**src/rpdp_pkg.sv**
```systemverilog
// ----------------------------------------------------------------------------
// rpdp_pkg
// Shared types, codes, tables and rounding helpers for the point plotter.
// ----------------------------------------------------------------------------
package rpdp_pkg;

  localparam int SCREEN_COLS_DEF = 128;
  localparam int SCREEN_ROWS_DEF = 64;
  localparam int DIV_STEPS       = 25;

  typedef enum logic [1:0] {
    FUNC_PLOT  = 2'd0,
    FUNC_CLEAR = 2'd1,
    FUNC_READ  = 2'd2,
    FUNC_NONE  = 2'd3
  } func_t;

  localparam logic [2:0] CFG_WIDTH    = 3'd0;
  localparam logic [2:0] CFG_HEIGHT   = 3'd1;
  localparam logic [2:0] CFG_FOCAL    = 3'd2;
  localparam logic [2:0] CFG_ASPECT_X = 3'd3;
  localparam logic [2:0] CFG_ASPECT_Y = 3'd4;
  localparam logic [2:0] CFG_VIEW     = 3'd5;
  localparam logic [2:0] CFG_BG       = 3'd6;

  typedef enum logic [4:0] {
    OP_NOP, OP_CASB, OP_SASB, OP_M00, OP_M01A, OP_M01B, OP_M02A, OP_M02B,
    OP_M10, OP_M11A, OP_M11B, OP_M12A, OP_M12B, OP_M21, OP_M22,
    OP_X0, OP_X1, OP_X2, OP_Y0, OP_Y1, OP_Y2, OP_Z0, OP_Z1, OP_Z2,
    OP_FI, OP_FIAX, OP_COL, OP_FIAY, OP_ROW, OP_CELL
  } op_t;

  typedef enum logic [2:0] {
    KIND_NONE, KIND_DROP, KIND_BADIDX, KIND_PLOT, KIND_CELL
  } kind_t;

  typedef enum logic [3:0] {
    ST_SWEEP, ST_IDLE, ST_DISPATCH, ST_CALC, ST_ZCHK, ST_DIV, ST_PROJ,
    ST_CCHK, ST_UPDATE, ST_DROP, ST_BADIDX, ST_CELLRD, ST_CELLOUT
  } state_t;

  typedef struct packed {
    op_t   op;
    kind_t kind;
    logic  load;
    logic  div_start;
    logic  div_step;
    logic  mem_rd;
    logic  out_load;
    logic  sweep;
  } cmd_t;

  typedef struct packed {
    func_t func;
    logic  idx_bad;
    logic  z_low;
    logic  div_done;
    logic  cell_bad;
    logic  out_free;
    logic  sweep_last;
  } sts_t;

  function automatic logic [14:0] quarter_sine(input logic [6:0] k);
    logic [14:0] v;
    case (k)
      7'd0: v = 15'd0;      7'd1: v = 15'd402;    7'd2: v = 15'd804;
      7'd3: v = 15'd1205;   7'd4: v = 15'd1606;   7'd5: v = 15'd2006;
      7'd6: v = 15'd2404;   7'd7: v = 15'd2801;   7'd8: v = 15'd3196;
      7'd9: v = 15'd3590;   7'd10: v = 15'd3981;  7'd11: v = 15'd4370;
      7'd12: v = 15'd4756;  7'd13: v = 15'd5139;  7'd14: v = 15'd5520;
      7'd15: v = 15'd5897;  7'd16: v = 15'd6270;  7'd17: v = 15'd6639;
      7'd18: v = 15'd7005;  7'd19: v = 15'd7366;  7'd20: v = 15'd7723;
      7'd21: v = 15'd8076;  7'd22: v = 15'd8423;  7'd23: v = 15'd8765;
      7'd24: v = 15'd9102;  7'd25: v = 15'd9434;  7'd26: v = 15'd9760;
      7'd27: v = 15'd10080; 7'd28: v = 15'd10394; 7'd29: v = 15'd10702;
      7'd30: v = 15'd11003; 7'd31: v = 15'd11297; 7'd32: v = 15'd11585;
      7'd33: v = 15'd11866; 7'd34: v = 15'd12140; 7'd35: v = 15'd12406;
      7'd36: v = 15'd12665; 7'd37: v = 15'd12916; 7'd38: v = 15'd13160;
      7'd39: v = 15'd13395; 7'd40: v = 15'd13623; 7'd41: v = 15'd13842;
      7'd42: v = 15'd14053; 7'd43: v = 15'd14256; 7'd44: v = 15'd14449;
      7'd45: v = 15'd14635; 7'd46: v = 15'd14811; 7'd47: v = 15'd14978;
      7'd48: v = 15'd15137; 7'd49: v = 15'd15286; 7'd50: v = 15'd15426;
      7'd51: v = 15'd15557; 7'd52: v = 15'd15679; 7'd53: v = 15'd15791;
      7'd54: v = 15'd15893; 7'd55: v = 15'd15986; 7'd56: v = 15'd16069;
      7'd57: v = 15'd16143; 7'd58: v = 15'd16207; 7'd59: v = 15'd16261;
      7'd60: v = 15'd16305; 7'd61: v = 15'd16340; 7'd62: v = 15'd16364;
      7'd63: v = 15'd16379; 7'd64: v = 15'd16384;
      default: v = 15'd0;
    endcase
    return v;
  endfunction

  // Sine in signed Q1.14 from phase bits 15..8.
  function automatic logic signed [15:0] table_sin(input logic [15:0] ph);
    logic [1:0]         q;
    logic [5:0]         j;
    logic [6:0]         k;
    logic signed [15:0] m;
    q = ph[15:14];
    j = ph[13:8];
    k = q[0] ? 7'(7'd64 - {1'b0, j}) : {1'b0, j};
    m = $signed({1'b0, quarter_sine(k)});
    return q[1] ? -m : m;
  endfunction

  // Round to nearest, halves away from zero.
  function automatic logic signed [63:0] rnd14(input logic signed [63:0] v);
    logic signed [63:0] r;
    if (v >= 0) r = (v + 64'sd8192) >>> 14;
    else        r = -((-v + 64'sd8192) >>> 14);
    return r;
  endfunction

  function automatic logic signed [63:0] rnd32(input logic signed [63:0] v);
    logic signed [63:0] r;
    if (v >= 0) r = (v + 64'sd2147483648) >>> 32;
    else        r = -((-v + 64'sd2147483648) >>> 32);
    return r;
  endfunction

endpackage

```
**src/rpdp_ctrl.sv**
```systemverilog
// ----------------------------------------------------------------------------
// rpdp_ctrl
// Sequencer: steps the shared multiplier ops, the divider and the store access.
// ----------------------------------------------------------------------------
module rpdp_ctrl (
  input  logic          clk,
  input  logic          rst,
  input  logic          s_tvalid,
  output logic          s_tready,
  output rpdp_pkg::cmd_t cmd,
  input  rpdp_pkg::sts_t sts
);
  import rpdp_pkg::*;

  state_t state, state_next;
  op_t    op, op_next;

  always_ff @(posedge clk) begin
    if (rst) begin
      state <= ST_SWEEP;
      op    <= OP_NOP;
    end else begin
      state <= state_next;
      op    <= op_next;
    end
  end

  always_comb begin
    state_next = state;
    op_next    = op;
    cmd        = '0;
    cmd.op     = OP_NOP;
    cmd.kind   = KIND_NONE;
    s_tready   = 1'b0;
    case (state)
      ST_SWEEP: begin
        cmd.sweep = 1'b1;
        if (sts.sweep_last) state_next = ST_IDLE;
      end
      ST_IDLE: begin
        s_tready = 1'b1;
        if (s_tvalid) begin
          cmd.load   = 1'b1;
          state_next = ST_DISPATCH;
        end
      end
      ST_DISPATCH: begin
        case (sts.func)
          FUNC_PLOT: begin
            state_next = ST_CALC;
            op_next    = OP_CASB;
          end
          FUNC_NONE: state_next = ST_IDLE;
          default:   state_next = sts.idx_bad ? ST_BADIDX : ST_CELLRD;
        endcase
      end
      ST_CALC: begin
        cmd.op  = op;
        op_next = op_t'(op + 5'd1);
        if (op == OP_Z2) state_next = ST_ZCHK;
      end
      ST_ZCHK: begin
        if (sts.z_low) begin
          state_next = ST_DROP;
        end else begin
          cmd.div_start = 1'b1;
          state_next    = ST_DIV;
        end
      end
      ST_DIV: begin
        cmd.div_step = 1'b1;
        if (sts.div_done) begin
          state_next = ST_PROJ;
          op_next    = OP_FI;
        end
      end
      ST_PROJ: begin
        cmd.op  = op;
        op_next = op_t'(op + 5'd1);
        if (op == OP_CELL) state_next = ST_CCHK;
      end
      ST_CCHK: begin
        if (sts.cell_bad) begin
          state_next = ST_DROP;
        end else begin
          cmd.mem_rd = 1'b1;
          state_next = ST_UPDATE;
        end
      end
      ST_UPDATE: begin
        if (sts.out_free) begin
          cmd.out_load = 1'b1;
          cmd.kind     = KIND_PLOT;
          state_next   = ST_IDLE;
        end
      end
      ST_DROP: begin
        if (sts.out_free) begin
          cmd.out_load = 1'b1;
          cmd.kind     = KIND_DROP;
          state_next   = ST_IDLE;
        end
      end
      ST_BADIDX: begin
        if (sts.out_free) begin
          cmd.out_load = 1'b1;
          cmd.kind     = KIND_BADIDX;
          state_next   = ST_IDLE;
        end
      end
      ST_CELLRD: begin
        cmd.mem_rd = 1'b1;
        state_next = ST_CELLOUT;
      end
      ST_CELLOUT: begin
        if (sts.out_free) begin
          cmd.out_load = 1'b1;
          cmd.kind     = KIND_CELL;
          state_next   = ST_IDLE;
        end
      end
      default: state_next = ST_IDLE;
    endcase
  end

endmodule

```
**config.mk**
```make
export PLATFORM = sky130hd
export DESIGN_NAME = rpdp_ctrl
export DESIGN_NICKNAME = d
export VERILOG_FILES = /design/src/rpdp_pkg.sv /design/src/rpdp_ctrl.sv
export SDC_FILE = /design/constraint.sdc
export NUM_CORES = 1
export LEC_CHECK = 0
export BUFFER_PORTS_ARGS = -buffer_cell sky130_fd_sc_hd__buf_4
export CORE_MARGIN = 1
export CORE_UTILIZATION = 40
export CTS_BUF_LIST = sky130_fd_sc_hd__clkbuf_4 sky130_fd_sc_hd__clkbuf_8
export DETAILED_ROUTE_END_ITERATION = 6
export HOLD_SLACK_MARGIN = 0.03
export PLACE_DENSITY = 0.66
export SLEW_MARGIN = 40
export SYNTH_ARGS = -nofsm -noshare
export SYNTH_HDL_FRONTEND = slang
export SYNTH_SLANG_ARGS = --single-unit
```
**constraint.sdc**
```tcl
create_clock -name clk -period 1.7 [get_ports clk]
set_input_delay 0.17 -clock clk [delete_from_list [all_inputs] [get_ports clk]]
set_output_delay 0.17 -clock clk [all_outputs]
set_load 0.005 [all_outputs]
```
==> results of run 1 <==
[layer usage]
| layer | routed length [um] | global-route usage [%] | vias to the layer above |
|---|---|---|---|
| met2 | 1200 | 36.8 | 30 |
| met4 | 56 | 8.89 | 0 |
| met5 | 0 | 0 | - |
| met1 | 1150 | 29.9 | 459 |
| li1 | - | - | 487 |
| met3 | 103 | 3.02 | 7 |
[state kept, by name, indices dropped and copies added (netlist names)]
name and cells:
op 5, state 4
[power by group through the flow]
stage | sequential, mW | combinational (mW) | clock [mW]
after floorplan | 0.320 | 0.699 | 0
after global placement | 0.347 | 1.07 | 0
after detailed placement | 0.349 | 1.10 | 0
after CTS | 0.354 | 1.12 | 0.200
after global routing | 0.402 | 1.33 | 0.206
final | 0.390 | 1.22 | 0.192
[critical path: cells and delay by family (launching register included)]
| family | cells | cell delay, ns |
|---|---|---|
| DFF | 1 | 0.37 |
| AOI/OAI and AO/OA | 4 | 0.80 |
| adders and majority gates | 1 | 0.12 |
| buffers and inverters | 1 | 0.07 |
| and+or+nand+nor | 1 | 0.22 |
[area by class of cell]
type	count	area, um2
Clock buffer	4	30.0
Inverter	8	30.0
Timing Repair Buffer	41	320
Multi-Input combinational cell	91	664
Sequential cell	9	198
Tap cell	27	33.8
Fill cell	168	706
[layout by cell type (no fill, tap or decap), types with 4 or more instances in the layout]
cell type  instances
clkbuf_4           4
nand2_1            9
nor3_1             7
a21oi_1           10
buf_4             40
o21ai_0            5
nor2_1             8
inv_1              7
dfxtp_4            4
and2_1             6
[final timing paths]
path,to,slack [ns],depth (start not counted)
min,op[0],0.14,2
min reg2reg,op[1],0.55,2
max,state[1],0.02,7
max reg2reg,state[1],0.02,7
[kinds of logic after synthesis]
| kind of cell | after synthesis |
|---|---|
| AO/OA/AOI/OAI | 32 |
| adder cells (fa/ha/maj) | 5 |
| buffers and inverters | 15 |
| flip-flops | 9 |
| multiplexers | 3 |
| AND/OR/NAND/NOR | 51 |
[cells in the mapped netlist (all sizes together)]
master and n:
nand2b 4, and2 6, nor2b 4, o32ai 3, mux2 1, mux2i 2
o21ai 5, or2b 1, inv 8, a31oi 1, a221oi 1, and4b 1
dfxtp 9, nor2 10, or3 2, nor3 7, ha 4, maj3 1
a32o 1, a211oi 4, a21oi 10, and4 1, nor3b 1, o22ai 2
nand3 2, o21a 1, nand3b 1, buf 5, or2 1, a21boi 2
o21bai 1, and3 1, clkbuf 2, nand2 9, o31ai 1
[what timing repair did]
action                                  4_1_cts  5_1_grt
endpoints found under the setup margin        8        8
pin swaps                                     1        4
resized for setup                             7       16
setup buffers                                 0        1
[through the flow]
stage	std cells	util [%]	setup slack, ns	hold slack, ns	instance area, um2
2_1_floorplan	115	-	0.0235	0.376	848
3_3_place_gp	175	58.6	0.0488	0.436	1160
3_5_place_dp	175	58.6	-0.00665	0.439	1160
4_1_cts	179	60.8	0.00164	0.148	1200
5_1_grt	180	64.4	-0.0332	0.154	1280
6_report	180	64.4	0.0199	0.142	1280
==> reports/qor.txt, run 1 <==
Share of layout cells above drive strength 1 = 43.1%
Biggest area consumer among synthesized cells = dfxtp_1
Clock buffer depth = 2
Element type at the critical path end = register
Die Span Y = 48.1 um
Vias in the first global route = 836
Clock network power share = 10.7%
Synth Area in Compound Gates = 28.5%
Worst Path Max Fanout = 5
Mapped Area = 848 um2
Top post-synthesis cells by area = dfxtp_1 21%, a21oi_1 5.9%, ha_1 5.9%, and2_1 4.4%, nor2_1 4.4%
Simple-gate portion of the synthesized area = 32.0%
Worst Skew = 0.00368 ns
Yosys top cell area share = 21.2%
Syn_area_per_cell = 7.38 um2
Psw = 0.782 mW
Type of the most critical hold path = input pin to register
DR DRC count = 0
Die area = 2310 um2
Layout area overhead = 50.4%
Period utilisation layout = 98.8%
Gp weighted congestion = 0.878
Slew HR = 79.7%
CTS Hold Bufs = 0
MaxCap Viol Count = 0
Post-synthesis mux area share = 3.69%
Sequential cell area fraction in the yosys report = 21.2%
Synth Area in XOR/XNOR = 0%
Largest net degree at the start of global routing = 14
H-tree depth = 1
Outcome = finished, final reports clean
Row count = 16
Antenna Cells = 0
Int Power = 1.02 mW
Worst vdd ir = 0.863 mV
Seq cells post-synth = 9
Final-report setup violation count = 0
Hpwl dp = 1.77 mm
Post-layout min period = 1.68 ns
Crit Path Category = register to register
Area share of fa/ha/maj cells after synthesis = 7.08%
CP max stage delay = 0.37 ns
CP max stage cell = dfxtp_4
Reg-to-reg startpoint = op[1]
CP required = 1.86 ns
Routed WL = 2.51 mm
Hold Path Origin = rst
Total GRT Usage = 22.6%
Initial Util = 42.8%
DRT Pass-1 Iters = 4
Initial antenna violation count = 0
Peak Freq = 0.595 GHz
Routed wire per std cell = 13.9 um
Avg Vias per Cell = 5.46
Fin nets = 169
Pwr dens = 1410 nW/um2
Total CTS buffers = 3
Post-synthesis cell count = 115
CORE AREA = 1980 um2
Final Hold Fails = 0
Via Count = 983
Leakage = 0.557 nW
I/O Buffers = 25
Sequential Power Share = 21.7%
Initial DRC Count = 35
First-pass GRT wire length = 3.62 mm
Sw frac = 43.4%
Worst-margin pin slew = 0.303 ns
Arrival @ worst endpoint = 1.84 ns
Critical path origin = op[1]
CP cell instances = inv_2 > ha_4 > and4_1 > o22ai_2 > a211oi_4 > o31ai_1 > a32o_1
CTS tree = built
Startpoint Class = register
Sink Count = 9
Total global routing overflow = 0
Post-DRT Antenna Nets = 0
Total Power = 1.80 mW
Yosys cell types = 40
Largest family of logic cells by synthesized area = simple AND/OR/NAND/NOR gates
Synth warn = 0
Setup TNS = 0 ns
Root Driver = clkbuf_4
Clock-pin transition on the worst setup and hold timing paths = 0.07 ns
Combinational power share = 67.6%
Post-Syn Nets = 130
# IOs = 26
Max-slew violation count = 0
Worst-skew pair later-pin latency = 0.27 ns
Die W = 48.1 um
No activity file was read; power rests on OpenSTA's default activity.
==> run 2: changes to the inputs <==
--- a/config.mk
+++ b/config.mk
@@ -10,8 +10,10 @@
 export CORE_UTILIZATION = 40
 export CTS_BUF_LIST = sky130_fd_sc_hd__clkbuf_4 sky130_fd_sc_hd__clkbuf_8
 export DETAILED_ROUTE_END_ITERATION = 6
+export GPL_TIMING_DRIVEN = 0
 export HOLD_SLACK_MARGIN = 0.03
-export PLACE_DENSITY = 0.66
+export PLACE_DENSITY = 0.64
+export RECOVER_POWER = 25
 export SLEW_MARGIN = 40
 export SYNTH_ARGS = -nofsm -noshare
 export SYNTH_HDL_FRONTEND = slang
==> constraint.sdc (replaced) <==
create_clock -name clk -period 1.6 [get_ports clk]
set_input_delay 0.16 -clock clk [delete_from_list [all_inputs] [get_ports clk]]
set_output_delay 0.16 -clock clk [all_outputs]
set_load 0.005 [all_outputs]
==> reports/qor.txt, run 2 (synthesis gave the netlist of run 1 again) <==
DRT Pass-1 Iters = 4 (unchanged)
Worst Skew = 0.00195 ns (was 0.00368 ns)
Via Count = 977 (was 983)
Final worst slack = -0.0477 ns (was 0.0199 ns)
Clock-pin transition on the worst setup and hold timing paths = 0.07 ns (about the same)
Layout Cell Area excl Fill = 1260 um2 (was 1280 um2)
Largest register FFs = 5 (unchanged)
Type of the most critical hold path = input pin to register (unchanged)
Post-layout min period = 1.65 ns
Final Hold Fails = 0 (unchanged)
Worst-skew pair later-pin latency = 0.25 ns (was 0.27 ns)
Row count = 16 (unchanged)
CP required = 1.44 ns (was 1.86 ns)
CORE AREA = 1980 um2 (unchanged)
Outcome = finished with violations (was finished, final reports clean)
Die W = 48.1 um (unchanged)
I/O Buffers = 24 (was 25)
Initial antenna violation count = 0 (unchanged)
Hpwl dp = 1.58 mm (was 1.77 mm)
Crit Path Category = register to output port (was register to register)
Max-slew violation count = 0 (unchanged)
Element type at the critical path end = output port (was register)
Vias in the first global route = 791 (was 836)
Most common cell after layout, fill and taps aside = buf_4 (unchanged)
Clock buffer depth = 2 (unchanged)
Total GRT Usage = 20.6% (was 22.6%)
CTS Hold Bufs = 0 (unchanged)
H-tree depth = 1 (unchanged)
Die Span Y = 48.1 um (unchanged)
DR DRC count = 0 (unchanged)
Period utilisation layout = 103%
Most frequent cells in the layout = 26 x buf_4, 10 x a21oi_1, 9 x nand2_1, 9 x nor2_1 (was 40 x buf_4, 10 x a21oi_1, 9 x nand2_1)
Share of layout cells above drive strength 1 = 44.0% (was 43.1%)
Sink Count = 9 (unchanged)
Startpoint Class = register (unchanged)
First-pass GRT wire length = 3.33 mm (was 3.62 mm)
Antenna Cells = 0 (unchanged)
Fin nets = 166 (was 169)
Failing checks = negative setup slack
Post-layout util = 63.5% (was 64.4%)
Total CTS buffers = 3 (unchanged)
Slew HR = 66.1% (was 79.7%)
Pwr dens = 1390 nW/um2 (was 1410 nW/um2)
Biggest regs = op: 5 flops, state: 4 flops (unchanged)
# IOs = 26 (unchanged)
Routed wire per std cell = 13.1 um (was 13.9 um)
Peak Freq = 0.607 GHz
Total Power = 1.75 mW (was 1.80 mW)
Routed WL = 2.32 mm (was 2.51 mm)
Leakage = 0.542 nW (was 0.557 nW)
Worst-margin pin slew = 0.509 ns (was 0.303 ns)
MaxCap Viol Count = 0 (unchanged)
Placed insts = 166 (was 175)
Die area = 2310 um2 (unchanged)
Placed Area = 1070 um2 (was 1160 um2)
Total global routing overflow = 0 (unchanged)
Root Driver = clkbuf_4 (unchanged)
Final-report setup violation count = 6 (was 0)
Avg Vias per Cell = 5.52 (was 5.46)
Most flops, register = op (unchanged)
Initial DRC Count = 22 (was 35)
CTS tree = built (unchanged)
Worst Path Max Fanout = 8 (was 5)
Final cell count without fillers = 177 (was 180)
Worst vdd ir = 0.886 mV (was 0.863 mV)
Gp weighted congestion = 0.809 (was 0.878)
Layout area overhead = 48.4% (was 50.4%)
Largest net degree at the start of global routing = 11 (was 14)
Post-DRT Antenna Nets = 0 (unchanged)
Initial Util = 42.8% (unchanged)
RSZ-0062 raised after global routing = true
Arrival @ worst endpoint = 1.49 ns (was 1.84 ns)
[run 2: layout make-up]
cell class | instances | area (um2)
sequential | 9 | 196
fill | 182 | 723
timing repair buffer | 31 | 248
buffer | 7 | 43.8
clock buffer | 4 | 30.0
multi-input combinational | 91 | 677
inverter | 8 | 30.0
tap | 27 | 33.8
[run 2: what timing repair did]
| action | 4_1_cts | 5_1_grt |
|---|---|---|
| pin swaps | 5 | 6 |
| buffers inserted | 4 | 3 |
| endpoints found under the hold margin | 0 | 0 |
| endpoints found under the setup margin | 12 | 13 |
| resized for setup | 16 | 18 |
[run 2: path summary, 6_finish.rpt]
check	startpoint	to	slack, ns	depth (start not counted)
worst max-delay path	state[2]	cmd[12]	-0.05	5
worst min-delay path	sts[1]	state[3]	0.28	4
worst max register to register	op[1]	state[1]	-0.05	7
worst min register to register	op[4]	op[4]	0.52	2
[run 2: power by group]
group | total, mW | internal [mW] | switching (mW) | leakage (nW)
registers | 0.391 | 0.298 | 0.0933 | 0.0771
clock network | 0.197 | 0.113 | 0.0837 | 0.0184
logic | 1.17 | 0.567 | 0.599 | 0.446
[run 2: per-layer routing]
metal	track usage (%)	share of wire, %	wire length (um)	up-vias
li1	-	-	-	480
met1	28.4	45	1050	470
met2	34.1	50	1170	23
met3	2.26	2.9	68	4
met4	5.00	1.6	38	0
met5	0	0	0	-
[run 2: worst max-delay path: stages (launching register included)]
cell,delay [ns]
dfxtp_4,0.37
or2b_4,0.30
a21boi_4,0.19
buf_6,0.15
and2_1,0.13
buf_4,0.10
[run 2: stage by stage]
step	setup slack [ns]	hold slack (ns)	setup TNS [ns]
2_1_floorplan	0.0156	0.356	0
3_3_place_gp	-0.104	0.482	-0.119
3_5_place_dp	-0.109	0.493	-0.133
4_1_cts	-0.0544	0.281	-0.190
5_1_grt	-0.135	0.299	-0.742
6_report	-0.0477	0.283	-0.255
